===== src/hdl/e2b_pkg.sv =====
// shared types, constants and the cordic angle table for the euler basis block
// no dependencies
package e2b_pkg;

    localparam int ANGLE_BITS    = 16;
    localparam int FRACTION_BITS = 14;
    localparam int IN_BITS       = 16;
    localparam int OUT_BITS      = 16;
    localparam int CORDIC_STEPS  = 28;
    localparam int CW            = 34;   // cordic x/y width, q30 with headroom
    localparam int ZW            = 32;   // residual angle width, 32-bit turn scale
    localparam int VW            = 32;   // sine/cosine width, q30
    localparam int PW            = 64;   // product width, q60
    localparam int QUEUE_DEPTH   = 4;    // power of two
    localparam int QPTR_BITS     = $clog2(QUEUE_DEPTH);
    localparam int QCNT_BITS     = $clog2(QUEUE_DEPTH + 1);

    localparam logic signed [CW-1:0] CORDIC_GAIN = CW'(652032874);
    localparam logic signed [VW-1:0] ONE_Q30     = VW'(1073741824);

    localparam logic [1:0] QUAD_0 = 2'd0;
    localparam logic [1:0] QUAD_1 = 2'd1;
    localparam logic [1:0] QUAD_2 = 2'd2;
    localparam logic [1:0] QUAD_3 = 2'd3;

    typedef struct packed {
        logic [1:0]             quad;
        logic signed [ZW-1:0]   resid;
    } t_angle;

    typedef struct packed {
        t_angle yaw;
        t_angle pitch;
        t_angle roll;
    } t_triple;

    typedef struct packed {
        logic signed [VW-1:0] c;
        logic signed [VW-1:0] s;
    } t_sincos;

    typedef struct packed {
        logic signed [OUT_BITS-1:0] right_x;
        logic signed [OUT_BITS-1:0] right_y;
        logic signed [OUT_BITS-1:0] right_z;
        logic signed [OUT_BITS-1:0] up_x;
        logic signed [OUT_BITS-1:0] up_y;
        logic signed [OUT_BITS-1:0] up_z;
        logic signed [OUT_BITS-1:0] forward_x;
        logic signed [OUT_BITS-1:0] forward_y;
        logic signed [OUT_BITS-1:0] forward_z;
    } t_result;

    // atan(2^-i) on the 32-bit turn scale
    function automatic logic signed [ZW-1:0] atan_turn(input int idx);
        logic signed [ZW-1:0] v;
        unique case (idx)
            0:  v = 32'sd536870912;
            1:  v = 32'sd316933406;
            2:  v = 32'sd167458907;
            3:  v = 32'sd85004756;
            4:  v = 32'sd42667331;
            5:  v = 32'sd21354465;
            6:  v = 32'sd10679838;
            7:  v = 32'sd5340245;
            8:  v = 32'sd2670163;
            9:  v = 32'sd1335086;
            10: v = 32'sd667544;
            11: v = 32'sd333772;
            12: v = 32'sd166886;
            13: v = 32'sd83443;
            14: v = 32'sd41722;
            15: v = 32'sd20861;
            16: v = 32'sd10430;
            17: v = 32'sd5215;
            18: v = 32'sd2608;
            19: v = 32'sd1304;
            20: v = 32'sd652;
            21: v = 32'sd326;
            22: v = 32'sd163;
            23: v = 32'sd81;
            24: v = 32'sd41;
            25: v = 32'sd20;
            26: v = 32'sd10;
            27: v = 32'sd5;
            default: v = '0;
        endcase
        return v;
    endfunction

endpackage


===== src/hdl/e2b_front.sv =====
// front end: accepts angle triples, splits each into quadrant and residue,
// and holds them in a short queue. depends on e2b_pkg
module e2b_front (
    input  logic                 i_clk,
    input  logic                 i_rst_n,
    input  logic                 i_push,
    input  logic [15:0]          i_yaw_angle,
    input  logic [15:0]          i_pitch_angle,
    input  logic [15:0]          i_roll_angle,
    output logic                 o_full,
    input  logic                 i_take,
    output logic                 o_head_valid,
    output e2b_pkg::t_triple     o_head
);

    function automatic e2b_pkg::t_angle classify(input logic [15:0] a);
        logic [31:0]     ext;
        logic [31:0]     a32;
        logic [31:0]     t;
        e2b_pkg::t_angle r;
        ext     = 32'(a) & ((32'd1 << e2b_pkg::ANGLE_BITS) - 32'd1);
        a32     = ext << (32 - e2b_pkg::ANGLE_BITS);
        t       = a32 + 32'h2000_0000;
        r.quad  = t[31:30];
        r.resid = $signed({2'b00, t[29:0]}) - 32'sd536870912;
        return r;
    endfunction

    function automatic logic [e2b_pkg::QCNT_BITS-1:0] QCNT_ONE(input logic b);
        return e2b_pkg::QCNT_BITS'(b);
    endfunction

    e2b_pkg::t_triple               r_mem [e2b_pkg::QUEUE_DEPTH];
    logic [e2b_pkg::QPTR_BITS-1:0]  r_wp;
    logic [e2b_pkg::QPTR_BITS-1:0]  r_rp;
    logic [e2b_pkg::QCNT_BITS-1:0]  r_count;
    logic                           do_push;
    logic                           do_pop;
    e2b_pkg::t_triple               n_entry;

    assign o_full       = (r_count == e2b_pkg::QCNT_BITS'(e2b_pkg::QUEUE_DEPTH));
    assign o_head_valid = (r_count != '0);
    assign o_head       = r_mem[r_rp];
    assign do_push      = i_push && !o_full;
    assign do_pop       = i_take && o_head_valid;

    always_comb begin
        n_entry.yaw   = classify(i_yaw_angle);
        n_entry.pitch = classify(i_pitch_angle);
        n_entry.roll  = classify(i_roll_angle);
    end

    always_ff @(posedge i_clk) begin
        if (do_push) begin
            r_mem[r_wp] <= n_entry;
        end
    end

    always_ff @(posedge i_clk) begin
        if (!i_rst_n) begin
            r_wp    <= '0;
            r_rp    <= '0;
            r_count <= '0;
        end else begin
            if (do_push) begin
                r_wp <= r_wp + 1'b1;
            end
            if (do_pop) begin
                r_rp <= r_rp + 1'b1;
            end
            r_count <= r_count + QCNT_ONE(do_push) - QCNT_ONE(do_pop);
        end
    end

    a_count_bound: assert property (@(posedge i_clk) disable iff (!i_rst_n)
        r_count <= e2b_pkg::QCNT_BITS'(e2b_pkg::QUEUE_DEPTH))
        else $error("queue count beyond depth");

    a_count_step: assert property (@(posedge i_clk) disable iff (!i_rst_n)
        (do_push && !do_pop) |=> (r_count == $past(r_count) + 1'b1))
        else $error("queue count missed a push");

endmodule


===== config.mk =====
export PLATFORM = sky130hd
export DESIGN_NAME = e2b_front
export DESIGN_NICKNAME = d
export VERILOG_FILES = /design/src/hdl/e2b_pkg.sv /design/src/hdl/e2b_front.sv
export SDC_FILE = /design/constraint.sdc
export NUM_CORES = 1
export LEC_CHECK = 0
export BUFFER_PORTS_ARGS = -buffer_cell sky130_fd_sc_hd__buf_4
export CAP_MARGIN = 20
export CORE_UTILIZATION = 55
export DETAILED_ROUTE_END_ITERATION = 7
export PLACE_DENSITY = 0.86
export SLEW_MARGIN = 20
export SYNTH_ARGS = -nofsm -noshare
export SYNTH_HDL_FRONTEND = slang
export SYNTH_SLANG_ARGS = --single-unit
export TNS_END_PERCENT = 5

===== constraint.sdc =====
create_clock -name i_clk -period 3.31 [get_ports i_clk]
set_input_delay 0.1655 -clock i_clk [delete_from_list [all_inputs] [get_ports i_clk]]
set_output_delay 0.1655 -clock i_clk [all_outputs]
set_load 0.03 [all_outputs]

==> results_dict.tcl <==
set metrics [dict create \
    place_inst 636 \
    coreArea_um2 13900 \
    synth_seq_cells 201 \
    syn_avg_cell_area_um2 21.9 \
    cts_buffers 21 \
    ys_async_sr_fraction_pct 0 \
    power_density_nw_per_um2 795 \
    finalClockSkew_ns 0.0103 \
    yosysUniqueCellTypes 21 \
    fillers 844 \
    rows 43 \
    fin_cells 712 \
    clockRootBuffer "clkbuf_16" \
    clk_latency_ns 0.48 \
    vias 3728 \
    ys_warn_count 0 \
    dieWidth_um 122 \
    grt_pass1_vias 3858 \
    syn-instance-count 360 \
    clockBufferDepth 3 \
    seq_area_um2 5950 \
    clk_pin_slew_ns 0.06 \
    dp_hpwl_mm 8.34 \
    period_needed_ns 2.48 \
    run_status "completed" \
    synth.most_common_cell "edfxtp_1" \
    hold_start "i_yaw_angle[15]" \
    drtAntennaViolNets 0 \
    cts_resized 0 \
    wirelength_mm 14.0 \
    crit_arrival_ns 2.32 \
    finalHoldViolations 0 \
    clkSinkCount 201 \
    grt_pass1_wl_mm 21.0 \
    place_congestion 0.690 \
    drive_gt1_share_pct 37.2 \
    die_h_um 122 \
    num-nets-final 584 \
    setup-tns-final_ns 0 \
    drv_cap 0 \
    hold_class "in2reg" \
    antenna_found_initial 0 \
    critPathLaunchType "flip-flop" \
    multi_input_area_um2 1600 \
    end_kind "primary output" \
    report.power.total_mw 7.76 \
    avgViaCountPerCell 5.24 \
    finalMaxSlewViolations 0 \
    relSlewSlack_pct 51.5 \
    fmax_mhz 403 \
    yosys-top-cells-count "edfxtp_1, buf_4, mux4_2" \
    antenna-diode-count 0 \
    ir_drop_uv 563 \
    die_area_um2 14800 \
    h-tree-depth 1 \
    holdBufCountCts 43 \
    area_growth_pct 24.0 \
    p_leak_nw 3.48 \
    synth_edf_count 192 \
    post_drt_wl_per_cell_um 19.7 \
    tritoncts "done" \
    drc_errors 0 \
    first_pass_iters 4 \
    synth_top_area_share_pct 73.2 \
    setup_viol 0 \
    grt_max_degree 49 \
    utilization_pct 70.1 \
    rr_startpoint "r_count[2]" \
    period_share_pct 75.0 \
    critPathMaxFanout 30 \
    synth_area_um2 7870 \
    io_pins 156 \
    first_iter_violations 286 \
    portBuffers 107 \
    start_util_pct 56.5 \
    synth_top_area_cell "edfxtp_1" \
    postCtsSetupBuffers 0 \
    grt_use_total_pct 19.2 \
    worst_slew_pin_slew_ns 0.727 \
    synth.area.top_cells "edfxtp_1, mux4_2, buf_4" \
    ys_seq_area_share_pct 75.5 \
    path_class "reg2out" \
    rsz0062_at_grt "false" \
    grt-ovfl-total 0 \
    ys.flop_type "edfxtp_1" \
    worstPathRequired_ns 3.14 \
]
[power breakdown]
| part | internal (mW) | total [mW] | switching, mW |
|---|---|---|---|
| sequential | 3.10 | 3.28 | 0.183 |
| combinational | 0.989 | 2.30 | 1.31 |
| clock | 1.31 | 2.18 | 0.871 |
[logic make-up after synthesis]
logic type / Yosys count / synth area share (%)
AO/OA/AOI/OAI: 2 / 0.223
XOR/XNOR: 7 / 0.779
flip-flops: 201 / 75.5
adder cells (fa/ha/maj): 10 / 1.68
buffers and inverters: 72 / 6.44
multiplexers: 50 / 14.0
AND/OR/NAND/NOR: 17 / 1.30
other: 1 / 0.0476
[final cells by class]
class,instances,area share (%)
Inverter,6,0.231
Timing Repair Buffer,158,13.6
Clock inverter,9,0.987
Multi-Input combinational cell,134,16.4
Tap cell,180,2.31
Clock buffer,24,5.50
Sequential cell,201,61.0
[cell usage in the layout (no fill, tap or decap), drive strengths merged, types with 2 or more instances in the layout]
cell type,count
edfxtp,192
buf,115
mux4,48
conb,48
dlygate4sd3,43
clkbuf,24
ha,9
dfxtp,9
and2,8
clkinv,7
inv,6
xnor2,4
nand2,4
xor2,3
nor2b,3
mux2i,2
bufinv,2
[critical path, cell delays in order, from the launching register on]
cell and delay [ns]:
dfxtp_4 0.77, buf_12 0.28, mux4_2 0.57, buf_4 0.20
[layer usage]
| layer | part of all wire (%) | GRT usage (%) | routed length (um) |
|---|---|---|---|
| met4 | 1.3 | 4.63 | 185 |
| met2 | 51 | 32.3 | 7170 |
| met1 | 41 | 26.2 | 5800 |
| met3 | 6.2 | 3.51 | 864 |
| met5 | 0 | 0 | 0 |
[through the flow]
step | hold slack (ns) | worst slack, ns | instance area (um2)
final | 0.0527 | 0.826 | 9760
after global routing | 0.0500 | 0.634 | 9760
after CTS | 0.0393 | 0.763 | 9760
after detailed placement | 0.372 | 0.835 | 8700
after global placement | 0.365 | 0.977 | 8700
after floorplan | 0.264 | 0.823 | 8050
[final timing paths]
check | slack [ns] | to | cells past startpoint
worst max-delay path | 0.83 | o_head[18] | 3
worst min-delay path | 0.05 | r_mem[2][101] | 2
worst max register to register | 0.84 | r_count[2] | 10
worst min register to register | 0.51 | r_wp[1] | 2
[sequential cells by signal (all words and copies together), names as in the netlist, named ones only]
name,count
r_rp,2
r_mem,192
r_count,3
r_wp,2
No activity file was read; power rests on OpenSTA's default activity.
